File: src/hw/rtl/tha_pkg.sv
// shared types, widths, codes and the arctangent table of the heading unit
// no dependencies; imported by every module of the block
package tha_pkg;

  // field widths
  localparam int TGT_W     = 16;
  localparam int CORNER_W  = 20;
  localparam int BOX_W     = 16;
  localparam int HEADING_W = 17;
  localparam int SPRITE_W  = 18;

  // fixed point formats
  localparam int POS_FRAC_BITS    = 4;
  localparam int ANGLE_FRAC_BITS  = 8;
  localparam int ACC_FRAC         = 16;
  localparam int TABLE_LEN        = 24;
  localparam int CORDIC_STEPS_DEF = 16;

  // datapath widths
  localparam int VEC_W       = 23;  // box-centre to target vector, signed
  localparam int MAG_W       = 22;  // magnitude of one component
  localparam int NORM_W      = 31;  // normalized operand, msb at bit 30
  localparam int NORM_STAGES = 5;   // shifts of 16, 8, 4, 2, 1
  localparam int XY_W        = 34;  // cordic x and y, signed, with gain headroom
  localparam int Z_W         = 25;  // angle accumulator, signed, 1/65536 degree
  localparam int ATAN_W      = 22;
  localparam int CLAMP_W     = 23;
  localparam int ROUND_SHIFT = ACC_FRAC - ANGLE_FRAC_BITS;
  localparam int PART_W      = 15;

  localparam logic [CLAMP_W-1:0]   Z_MAX         = CLAMP_W'(90 << ACC_FRAC);
  localparam logic [PART_W-1:0]    PART_RIGHT    = PART_W'(90 << ANGLE_FRAC_BITS);
  localparam logic [SPRITE_W-1:0]  SPRITE_OFFSET = SPRITE_W'(180 << ANGLE_FRAC_BITS);

  // how the arctangent part is formed
  localparam logic [1:0] MODE_CORDIC   = 2'd0;
  localparam logic [1:0] MODE_DEN_ZERO = 2'd1;
  localparam logic [1:0] MODE_NUM_ZERO = 2'd2;

  // quadrant offset codes
  localparam logic [1:0] QUAD_0   = 2'd0;
  localparam logic [1:0] QUAD_90  = 2'd1;
  localparam logic [1:0] QUAD_180 = 2'd2;
  localparam logic [1:0] QUAD_270 = 2'd3;

  // register port
  localparam int ADDR_W = 3;
  localparam int DATA_W = 32;
  localparam logic REG_BOX_WIDTH  = 1'b0;
  localparam logic REG_BOX_HEIGHT = 1'b1;

  typedef struct packed {
    logic       valid;
    logic [1:0] quad;
    logic [1:0] mode;
  } ctl_t;

  // atan(2^-i) in degrees, 2^16 scale
  function automatic logic [ATAN_W-1:0] atan_tab(input int unsigned idx);
    logic [ATAN_W-1:0] r;
    case (idx)
      0:  r = ATAN_W'(2949120);
      1:  r = ATAN_W'(1740967);
      2:  r = ATAN_W'(919879);
      3:  r = ATAN_W'(466945);
      4:  r = ATAN_W'(234379);
      5:  r = ATAN_W'(117304);
      6:  r = ATAN_W'(58666);
      7:  r = ATAN_W'(29335);
      8:  r = ATAN_W'(14668);
      9:  r = ATAN_W'(7334);
      10: r = ATAN_W'(3667);
      11: r = ATAN_W'(1833);
      12: r = ATAN_W'(917);
      13: r = ATAN_W'(458);
      14: r = ATAN_W'(229);
      15: r = ATAN_W'(115);
      16: r = ATAN_W'(57);
      17: r = ATAN_W'(29);
      18: r = ATAN_W'(14);
      19: r = ATAN_W'(7);
      20: r = ATAN_W'(4);
      21: r = ATAN_W'(2);
      22: r = ATAN_W'(1);
      default: r = '0;
    endcase
    return r;
  endfunction

  function automatic logic [HEADING_W-1:0] quad_offset(input logic [1:0] quad);
    logic [HEADING_W-1:0] r;
    case (quad)
      QUAD_0:   r = '0;
      QUAD_90:  r = HEADING_W'(90 << ANGLE_FRAC_BITS);
      QUAD_180: r = HEADING_W'(180 << ANGLE_FRAC_BITS);
      QUAD_270: r = HEADING_W'(270 << ANGLE_FRAC_BITS);
      default:  r = '0;
    endcase
    return r;
  endfunction

endpackage

File: src/hw/rtl/tha_norm.sv
// normalizer: shifts num and den left together until the larger has bit 30 set
// depends on tha_pkg; one registered stage per shift amount
module tha_norm (
  input  logic                       clk,
  input  logic                       rst,
  input  logic                       en,
  input  tha_pkg::ctl_t              ctl_in,
  input  logic [tha_pkg::MAG_W-1:0]  num_in,
  input  logic [tha_pkg::MAG_W-1:0]  den_in,
  output tha_pkg::ctl_t              ctl_out,
  output logic [tha_pkg::NORM_W-1:0] num_out,
  output logic [tha_pkg::NORM_W-1:0] den_out
);
  import tha_pkg::*;

  tha_pkg::ctl_t     st_ctl [NORM_STAGES+1];
  logic [NORM_W-1:0] st_num [NORM_STAGES+1];
  logic [NORM_W-1:0] st_den [NORM_STAGES+1];

  assign st_ctl[0] = ctl_in;
  assign st_num[0] = {{(NORM_W-MAG_W){1'b0}}, num_in};
  assign st_den[0] = {{(NORM_W-MAG_W){1'b0}}, den_in};

  for (genvar k = 0; k < NORM_STAGES; k++) begin : g_stage
    localparam int SH = 1 << (NORM_STAGES - 1 - k);
    logic [NORM_W-1:0] both;
    logic              top_zero;

    assign both     = st_num[k] | st_den[k];
    assign top_zero = ~|both[NORM_W-1 -: SH];

    always_ff @(posedge clk) begin
      if (rst) begin
        st_ctl[k+1] <= '0;
      end else if (en) begin
        st_ctl[k+1] <= st_ctl[k];
      end
      if (en) begin
        st_num[k+1] <= top_zero ? (st_num[k] << SH) : st_num[k];
        st_den[k+1] <= top_zero ? (st_den[k] << SH) : st_den[k];
      end
    end
  end

  assign ctl_out = st_ctl[NORM_STAGES];
  assign num_out = st_num[NORM_STAGES];
  assign den_out = st_den[NORM_STAGES];

endmodule

File: config.mk
export PLATFORM = sky130hd
export DESIGN_NAME = tha_norm
export DESIGN_NICKNAME = d
export VERILOG_FILES = /design/src/hw/rtl/tha_pkg.sv /design/src/hw/rtl/tha_norm.sv
export SDC_FILE = /design/constraint.sdc
export NUM_CORES = 1
export LEC_CHECK = 0
export CAP_MARGIN = 20
export CORE_MARGIN = 4
export CORE_UTILIZATION = 60
export DETAILED_ROUTE_END_ITERATION = 16
export DONT_BUFFER_PORTS = 1
export PLACE_DENSITY = 0.84
export SYNTH_ARGS = -nofsm -noshare
export SYNTH_HDL_FRONTEND = slang
export SYNTH_SLANG_ARGS = --single-unit
File: constraint.sdc
create_clock -name clk -period 2.2 [get_ports clk]
set_clock_uncertainty 0.2 [all_clocks]
set_input_delay 0.44 -clock clk [delete_from_list [all_inputs] [get_ports clk]]
set_output_delay 0.44 -clock clk [all_outputs]
set_load 0.05 [all_outputs]
# Yosys cells after proc, flatten, opt, wreduce, memory -nomap -nowiden
# Cells that the tools add are included.
[totals] ff_bits=335 output_inout_bits=67
[classes] mux=10 n_bitwise=5 n_reduce_logical=4
[ops] op="two-way mux 31 bit" count=8
[ops] op="OR 31 bit" count=4
[ops] op="two-way mux 22 bit" count=2
[ops] op="OR 22 bit" count=1
[ops] op="OR reduction 16 bit" count=1
[ops] op="OR reduction 8 bit" count=1
[ops] op="OR reduction 4 bit" count=1
[ops] op="OR reduction 2 bit" count=1

# Longest topological paths before layout
# Gate-level depths: netlist of run 1.
[depth] depth_word=3 mapped_depth=5

# Worst setup path before layout of run 1
# OpenSTA, ideal clock, no wires.
[synth_path] path_type="reg2reg" from="reg st_num[91] (netlist bit)" to="reg st_den[35] (netlist bit) (data pin)" setup_time_ns=0.260 arrival_time_ns=1.503 t_required_ns=1.740 path_slack_ns=0.237 stages_incl_launch_ff=4 n_path_buf=1 cell_sequence="edfxtp_1 -> nor4_4 -> buf_6 -> mux2_2"
[synth_via] elab_chain_cells=3
[synth_rtl] item="start, declared" line_no="tha_norm.sv:17" text="logic [NORM_W-1:0] st_num [NORM_STAGES+1];"
[synth_rtl] item="start signal, assigned by index" line_no="tha_norm.sv:39" text="st_num[k+1] <= top_zero ? (st_num[k] << SH) : st_num[k];"
[synth_rtl] item="OR 31 bit" line_no="tha_norm.sv:29" text="assign both = st_num[k] | st_den[k];"
[synth_rtl] item="OR reduction 2 bit" line_no="tha_norm.sv:30" text="assign top_zero = ~|both[NORM_W-1 -: SH];"
[synth_rtl] item="two-way mux 31 bit" line_no="tha_norm.sv:40" text="st_den[k+1] <= top_zero ? (st_den[k] << SH) : st_den[k];"
[synth_rtl] item="end signal, assigned by index" line_no="tha_norm.sv:40"
[synth_rtl] item="end, declared" line_no="tha_norm.sv:18" text="logic [NORM_W-1:0] st_den [NORM_STAGES+1];"
# Every way passes these cells.
# A chain may end at the register's enable or synchronous reset.

# Final worst setup path of run 1
[layout_path] from="reg st_den[151] (netlist bit)" to="reg st_num[102] (netlist bit) (data pin)"
[layout_via] elab_chain_cells=3
[layout_rtl] item="OR 31 bit" line_no="tha_norm.sv:29"
[layout_rtl] item="OR reduction 8 bit" line_no="tha_norm.sv:30"
[layout_rtl] item="two-way mux 31 bit" line_no="tha_norm.sv:39"
# Every way passes these cells.

==> results of run 1 <==
[state kept, by name (all words and copies together), names as in the netlist]
register,flops
st_num,124
ctl_out,5
num_out,31
st_ctl,20
st_den,124
den_out,31
[critical path: stages (launching register included)]
cell	delay (ns)
edfxtp_1	0.43
nor4_2	0.43
and4_4	0.35
buf_12	0.19
mux2_2	0.35
[cells by family after synthesis]
group           count (synthesis)
flops                         335
mux                           212
simple gates                  122
buf+inv                       108
compound gates                 43
[power groups by stage]
stage	registers [mW]	logic (mW)	clock network, mW
after floorplan	7.68	0.811	0
after global placement	8.07	0.439	0
after detailed placement	8.09	0.458	0
after CTS	7.96	0.579	5.66
after global routing	8.00	0.629	5.95
final	7.97	0.581	5.54
[per-stage QoR]
step | power [mW] | utilization
after floorplan | 8.49 | -
after global placement | 8.51 | 0.604
after detailed placement | 8.55 | 0.604
after CTS | 14.2 | 0.687
after global routing | 14.6 | 0.687
final | 14.1 | 0.687
[what timing repair did]
item | CTS | global route
endpoints found under the setup margin | 30 | 49
endpoints found under the hold margin | 397 | 250
gates resized for setup | 2 | 4
[cells in the mapped netlist]
library cell	count
a21o_1	41
and2_1	73
and4_1	2
buf_1	1
buf_12	2
buf_2	10
buf_4	73
buf_6	7
buf_8	1
clkbuf_1	12
dfxtp_1	25
edfxtp_1	310
inv_1	2
mux2_1	8
mux2_2	159
mux2_4	20
mux2i_1	25
nand2_1	2
nand4_1	2
nor2_1	27
nor2b_1	6
nor4_1	8
nor4_2	1
nor4_4	1
o21ai_0	2
[per-layer routing]
metal,up-vias,track usage
li1,3029,-
met1,3105,0.234
met2,204,0.278
met3,50,0.0367
met4,0,0.0531
met5,-,0
[cell usage in the layout (no fill, tap or decap), types with 2 or more instances in the layout]
cell type / n
a21o_1: 41
and2_1: 72
buf_12: 5
buf_4: 3
bufinv_16: 2
clkbuf_1: 9
clkbuf_16: 37
clkinv_1: 7
clkinv_2: 4
dfxtp_1: 25
dlygate4sd3_1: 77
edfxtp_1: 310
inv_1: 2
mux2_1: 8
mux2_2: 159
mux2_4: 20
mux2i_1: 25
nand2_1: 2
nand4_1: 2
nor2_1: 26
nor2b_1: 6
nor4_1: 3
nor4_2: 6
o21ai_0: 2
[final timing paths]
path | startpoint | endpoint
worst max register to register | st_den[151] | st_num[102]
worst min-delay path | en | st_den[154]
worst min register to register | st_ctl[24] | st_ctl[24]
worst max-delay path | st_den[151] | st_num[102]
[area by class of cell]
| class | count | area [um2] |
|---|---|---|
| sequential | 335 | 9810 |
| fill | 1454 | 7140 |
| multi-input combinational | 377 | 3510 |
| clock buffer | 47 | 973 |
| timing repair buffer | 85 | 893 |
| tap | 313 | 392 |
| clock inverter | 15 | 123 |
| inverter | 2 | 7.51 |
==> metrics, run 1 <==
R2R Setup Slk -0.02 ns; Worst slew margin 0.355; critical path class register to register; Die H roughly 160 um; cts hold-fix bufs 77; first-pass GRT wire length 35.8 mm; outcome finished, violations left; Final Wtd Congestion 0.820; post-CTS setup buffers 0; failing checks hold timing, setup timing; Placement Cell Area 0.0138 mm2; DRC 0; switching share of power 0.207; Final setup viols 9; Fin. Hold Viols 20; post-synthesis sequential area ratio 0.698; ant diodes 0; Clock Latency Late Sink around 0.5 ns; clk slew on worst S/H paths 0.06 ns; worst r2r path cells 4; Final Max Tran Viols 0; Max Root-Sink Buffers 3; hold path cells 0; share of cells above drive strength 1 0.282; Least-Margin Pin Slew roughly 0.97 ns; cell count after synthesis about 800; max-cap viol count 0; Inst Count DP 1,035; cell taking the most area after synthesis edfxtp_1; initial drt markers 443; Num CTS Buffers 35; worst endpoint required time 2.23 ns; number of global-route vias before repair roughly 6,600; synthesis-to-layout area growth 11.7%; worst hold slack -0.0918 ns; mux contribution to synthesized area 0.173; met2 wire len ~11 mm; Max Used Layer met4; per-cell routed wire length 19.3 um; IO Count 119; Overflow after GRT 0; Root Driver clkbuf_16; DIE AREA 0.0260 mm2; Nets slightly below 900; DRT Pass-1 Iters 5; LEAKAGE roughly 5.6 nW; fin area 0.0157 mm2; Pint 11.2 mW; setup slack at placement roughly 0.038 ns; Hold WC Path Type input pin to register; main combinational cell family by area after synthesis multiplexers; total wire length roughly 23 mm; # rows 55; WL met3 1.10 mm; FF+latch count, synth between 300 and 400; starting density of the core 0.616; syn nets between 800 and 900; M1 wire length between 10 and 15 mm; Setup WS post-layout -0.0170 ns; H-tree levels 2; Clk network pwr share 0.393; Tmin final around 2.2 ns; Mapped Area between 0.01 and 0.015 mm2; via/cell ratio 5.44; syn_area_per_cell roughly 17 um2; sw power slightly below 3 mW; width of the die around 160 um; adder-cell share of the synthesized area 0; WP data arrival around 2.3 ns; largest net degree at the start of global routing about 340; Peak supply drop a little under 0.8 mV; Tcrit/Tclk final 1.01; via count 6,388; Comb power frac 0.041; sum of negative setup slack -0.0955 ns; Synth Area in Compound Gates 0.0226; Post-DRT Antenna Nets 0; Ys Warns 0; Synth Area in Simple Gates 0.0510; largest cells by area after synthesis edfxtp_1 (66%), mux2_2 (13%), buf_4 (3.9%), dfxtp_1 (3.6%), and2_1 (3.2%); core box area 0.0228 mm2; post-synthesis xor/xnor area fraction 0; Synth cell types 25; initial antenna violation count 0; startpoint types register; Critical Path Fanout Max 23; CTS tree built; Layout Cells excl Fill 1,174; power per cell area 898 mW/mm2; GRT Total Usage 0.171; crit path capture type register; Post-DP HPWL 14.2 mm; fmax between 400 and 500 MHz; PortBufs 0; Sinks on Clock Net between 300 and 400; Flop pwr share 0.565; top-area cell type share of the netlist area 0.662
(Power assumes the default switching activity.)
==> inputs of run 2 (changes only) <==
- PLACE_DENSITY: 0.84 -> 0.85
==> metrics, run 2 (same netlist as run 1, synthesis figures left out) <==
outcome finished, violations left; failing checks hold timing; Die H 161 um (unchanged); CTS tree built; synthesis-to-layout area growth 11.9%; Tcrit/Tclk final 0.990 (-0.0179); Num CTS Buffers 35 (unchanged); Setup WS post-layout 0.0224 ns (+0.0394 ns); starting density of the core 0.616 (unchanged); IO Count 119 (unchanged); setup slack at placement 0.0427 ns (+0.00486 ns); Placement Cell Area 0.0138 mm2 (unchanged); PortBufs 0 (unchanged); Sinks on Clock Net 335 (unchanged); width of the die 161 um (unchanged); Final Wtd Congestion 0.802 (-2.2%); number of global-route vias before repair 6,527 (-1.6%); Fin. Hold Viols 49 (+150%); share of cells above drive strength 1 0.288 (+0.00583); R2R Path End st_num[106]; final core utilization 0.689 (+0.00109); ant diodes 0 (unchanged); Clock Latency Late Sink 0.50 ns (about the same); Pwr Total 14.6 mW (+3.5%); worst endpoint required time 2.24 ns (about the same); initial antenna violation count 0 (unchanged); Critical Path Fanout Max 23 (unchanged); DRT Pass-1 Iters 4 (-1); worst r2r path cells 4 (unchanged); per-cell routed wire length 19.3 um (about the same); startpoint types register; crit path to st_num[106]; Overflow after GRT 0 (unchanged); largest net degree at the start of global routing 336 (unchanged); crit path capture type register; Final setup viols 0 (-9); core box area 0.0228 mm2 (unchanged); fin area 0.0157 mm2 (+0.16%); fmax 459 MHz (+1.8%); Final Max Tran Viols 0 (unchanged); Root Driver clkbuf_16; WP data arrival 2.22 ns (-0.03 ns); total wire length 22.5 mm (-0.61%); max-cap viol count 0 (unchanged); power per cell area 927 mW/mm2 (+3.3%); via/cell ratio 5.39 (-0.90%); first-pass GRT wire length 35.9 mm (+0.37%); critical path launch point st_num[153]; DIE AREA 0.0260 mm2 (unchanged); GRT Total Usage 0.173 (+0.00223); largest registers st_den x124, st_num x124; post-CTS setup buffers 0 (unchanged); H-tree levels 2 (unchanged); DRC 0 (unchanged); Max Root-Sink Buffers 3 (unchanged); LEAKAGE 5.62 nW (+0.90%); via count 6,293 (-1.5%); Peak supply drop 0.543 mV (-30%); initial drt markers 432 (-2.5%); R2R Path Start st_num[153]; critical path class register to register; R2R Setup Slk 0.02 ns (+0.04 ns); worst hold slack -0.0729 ns (+0.0190 ns); Post-DRT Antenna Nets 0 (unchanged); Hold WC Path Type input pin to register; Worst slew margin 0.435 (+0.0798); clk slew on worst S/H paths 0.06 ns (about the same); Least-Margin Pin Slew 0.845 ns (-0.123 ns); commonest non-fill, non-tap cells in the layout edfxtp_1 (310), mux2_2 (159), and2_1 (72), dlygate4sd3_1 (70), a21o_1 (41); worst hold start en; most common cell after layout, fill and taps aside edfxtp_1; Nets 881 (-0.79%); # rows 55 (unchanged); Tmin final 2.18 ns (-0.0394 ns); Post-DP HPWL 13.8 mm (-2.9%); cts hold-fix bufs 70 (-9.1%)
run 2: cell types whose count changed in the layout (fill, tap and decap cells not counted), moves of 3 or more:
cell	previous run	this run
clkinv_1	7	0
nor4_2	6	3
nor4_1	3	6
clkbuf_8	1	5
dlygate4sd3_1	77	70
bufinv_16	2	5
run 2: timing repair:
| action | CTS | global route |
|---|---|---|
| setup endpoints to repair | 0 | 30 |
| resized for setup | 0 | 2 |
| hold endpoints to repair | 397 | 73 |
run 2: through the flow:
step                      setup TNS (ns)  std cells
after global placement                 0       1035
after floorplan                        0        820
after global routing              -0.500       1167
after detailed placement               0       1035
final                                  0       1167
after CTS                              0       1167
run 2: worst min-delay path by stage:
stage | end | slack [ns] | cells after the start
6_report | st_den[125] | -0.07 | 0
5_1_grt | st_den[125] | -0.11 | 0
4_1_cts | st_den[125] | -0.11 | 0
3_5_place_dp | st_ctl[11] | 0.29 | 2
3_3_place_gp | st_ctl[19] | 0.27 | 2
2_1_floorplan | st_ctl[10] | 0.26 | 2
run 2: routing by layer:
metal / global-route usage / up-vias / share of wire
li1: - / 3005 / -
met1: 0.238 / 3076 / 0.45
met2: 0.278 / 175 / 0.47
met3: 0.0454 / 37 / 0.053
met4: 0.0461 / 0 / 0.018
met5: 0 / - / 0
run 2: power breakdown:
| part | switching [mW] | total (mW) | internal [mW] | leakage [nW] |
|---|---|---|---|---|
| Combinational | 0.193 | 0.573 | 0.380 | 1.79 |
| Sequential | 0.511 | 7.97 | 7.46 | 3.23 |
| Clock | 2.21 | 6.05 | 3.84 | 0.594 |
| Total | 2.91 | 14.6 | 11.7 | 5.62 |
run 2: area by class of cell:
| class | instances | area, um2 |
|---|---|---|
| Fill cell | 1432 | 7120 |
| Tap cell | 313 | 392 |
| Multi-Input combinational cell | 377 | 3490 |
| Inverter | 2 | 7.51 |
| Timing Repair Buffer | 78 | 823 |
| Sequential cell | 335 | 9810 |
| Clock buffer | 53 | 1040 |
| Clock inverter | 9 | 174 |
run 2: critical path, stage by stage, from the launching register on:
cell and delay (ns):
edfxtp_1 0.43, nor4_2 0.38, and4_2 0.35, buf_12 0.20, mux2_2 0.35
==> inputs of run 3 (changes only) <==
- ABC_AREA: unset -> 1
- MAX_ROUTING_LAYER: unset -> met4
- RECOVER_POWER: unset -> 25
==> metrics, run 3 <==
Fin. Hold Viols 5 (-90%); crit path capture type register; starting density of the core 0.615 (about the same); Post-DP HPWL 15.5 mm (+12%); Critical Path Fanout Max 43 (+87%); max-cap viol count 0 (unchanged); initial antenna violation count 0 (unchanged); synthesis-to-layout area growth 11.0%; Placement Cell Area 0.0141 mm2 (+2.4%); asr flop ratio synth 0 (unchanged); Setup WS post-layout 0.105 ns (+0.0822 ns); Nets 1,373 (+56%); footprint of the multi-input gates 0.00330 mm2 (-5.3%); syn nets 1,376 (+58%); Tcrit/Tclk final 0.952 (-0.0374); via/cell ratio 5.24 (-2.8%); top-area cell type share of the netlist area 0.641 (-0.0209); core box area 0.0236 mm2 (+3.4%); startpoint types input pin; Sinks on Clock Net 335 (unchanged); commonest non-fill, non-tap cells in the layout nand2_1 (341), edfxtp_1 (310), inv_1 (129), o21ai_0 (125), dlygate4sd3_1 (86); critical path class input pin to register; Post-CTS Resized 0 (unchanged); top_reg_cell synth edfxtp_1; Synth cell types 27 (+8.0%); share of cells above drive strength 1 0.0639 (-0.224); FF+latch count, synth 335 (unchanged); Final Wtd Congestion 0.840 (+4.8%); dominant cell by count in the synthesized netlist nand2_1; total wire length 24.7 mm (+9.9%); cell taking the most area after synthesis edfxtp_1; CTS tree built; FILL cells 1,606 (+12%); LEAKAGE 6.20 nW (+10%); PortBufs 0 (unchanged); Max Root-Sink Buffers 3 (unchanged); Ys Warns 0 (unchanged); Mapped Area 0.0145 mm2 (+3.3%); DRT Pass-1 Iters 6 (+2); first-pass GRT wire length 41.0 mm (+14%); ant diodes 0 (unchanged); storage element area 0.00981 mm2 (unchanged); Clock Latency Late Sink 0.51 ns (about the same); Pwr Total 14.1 mW (-3.1%); Final setup viols 0 (unchanged); clk slew on worst S/H paths 0.06 ns (about the same); WP data arrival 2.27 ns (+0.05 ns); DIE AREA 0.0268 mm2 (+3.1%); Final Max Tran Viols 0 (unchanged); Overflow after GRT 0 (unchanged); post-CTS setup buffers 0 (unchanged); Num CTS Buffers 34 (-2.9%); Post-DRT Antenna Nets 0 (unchanged); initial drt markers 852 (+97%); cell count after synthesis 1,324 (+61%); # rows 56 (+1.8%); failing checks hold timing; Hold WC Path Type input pin to register; H-tree levels 2 (unchanged); most common cell after layout, fill and taps aside nand2_1; sum of negative setup slack 0 ns (unchanged); fmax 477 MHz (+3.9%); width of the die 164 um (+1.5%); GRT Total Usage 0.194 (+0.0216); via count 8,723 (+39%); Worst slew margin 0.426 (-0.00910); outcome finished, violations left; post-synthesis sequential area ratio 0.675 (-0.0221); syn_area_per_cell 11.0 um2 (-36%); IO Count 119 (unchanged); critical path launch point num_in[20]; Root Driver clkbuf_16; per-cell routed wire length 14.8 um (-23%); largest registers st_den x124, st_num x124; Least-Margin Pin Slew 0.859 ns (+0.0136 ns); fin area 0.0161 mm2 (+2.5%); hold path cells 0 (unchanged); EDFF count, synth 310 (unchanged); worst hold slack -0.0444 ns (+0.0284 ns); setup slack at placement 0.317 ns (+0.274 ns); largest net degree at the start of global routing 337 (+0.30%); worst endpoint required time 2.37 ns (+0.13 ns); RSZ-0062 raised after global routing false; Peak supply drop 0.569 mV (+4.8%); R2R Setup Slk 0.38 ns (+0.36 ns); DRC 0 (unchanged); Die H 164 um (+1.5%); Tmin final 2.10 ns (-0.0822 ns); power per cell area 877 mW/mm2 (-5.5%); R2R Path End st_num[66]; Commonest cells post-synth nand2_1 (341), edfxtp_1 (310), inv_1 (129), o21ai_0 (125), a21oi_1 (71); number of global-route vias before repair 8,286 (+27%); cts hold-fix bufs 84 (+20%); worst r2r path cells 5 (+1); largest cells by area after synthesis edfxtp_1 (64%), nand2_1 (8.8%), o21ai_0 (4.3%), buf_4 (3.6%), dfxtp_1 (3.4%); R2R Path Start st_num[121]; crit path to st_num[143]
-- run 3: cell types whose count changed after synthesis, sizes merged, moves of 53 or more --
| cell | change |
|---|---|
| mux2 | -187 |
| nor2 | +53 |
| nand3 | +60 |
| a21oi | +71 |
| nand2 | +340 |
| o21ai | +130 |
| inv | +128 |
| and2 | -73 |
-- run 3: critical path: stages --
cell	delay [ns]
dlygate4sd3_1	0.56
inv_1	0.09
nand3_1	0.09
nor2_2	0.13
buf_12	0.22
nand3_1	0.09
nand2_1	0.08
dlygate4sd3_1	0.56
-- run 3: how the worst min path moves through the flow --
stage                              to  startpoint  slack (ns)
after floorplan            ctl_out[1]   st_ctl[6]        0.24
after global placement     ctl_out[1]   st_ctl[6]        0.24
after detailed placement   st_ctl[20]  st_ctl[20]        0.25
after CTS                 st_den[148]          en       -0.13
after global routing       st_num[95]          en        -0.1
final                      st_num[95]          en       -0.04
-- run 3: area by class of cell --
cell class | count | share of cell area
Multi-Input combinational cell | 718 | 0.205
Sequential cell | 335 | 0.609
Inverter | 130 | 0.0303
Timing Repair Buffer | 102 | 0.0636
Clock buffer | 44 | 0.0583
Tap cell | 319 | 0.0248
Clock inverter | 17 | 0.00955
-- run 3: cell families after synthesis --
| kind of cell | share of synthesized area |
|---|---|
| AOI/OAI and AO/OA | 0.0855 |
| buffers and inverters | 0.0970 |
| DFF | 0.675 |
| and+or+nand+nor | 0.142 |
-- run 3: routing by layer --
layer / global-route usage / wire, um / up-vias
li1: - / - / 4349
met1: 0.264 / 11100 / 3988
met2: 0.303 / 11500 / 343
met3: 0.0346 / 1510 / 43
met4: 0.0621 / 595 / 0
met5: - / 0 / -
-- run 3: per-stage QoR --
step,std cells,util
3_3_place_gp,1517,0.599
4_1_cts,1662,0.681
6_report,1665,0.683
5_1_grt,1665,0.683
2_1_floorplan,1324,-
3_5_place_dp,1517,0.599
-- run 3: power breakdown --
part,switching [mW],internal (mW),total (mW)
Sequential,0.495,7.46,7.95
Clock,2.29,3.28,5.57
Combinational,0.356,0.257,0.613
Total,3.14,11.0,14.1
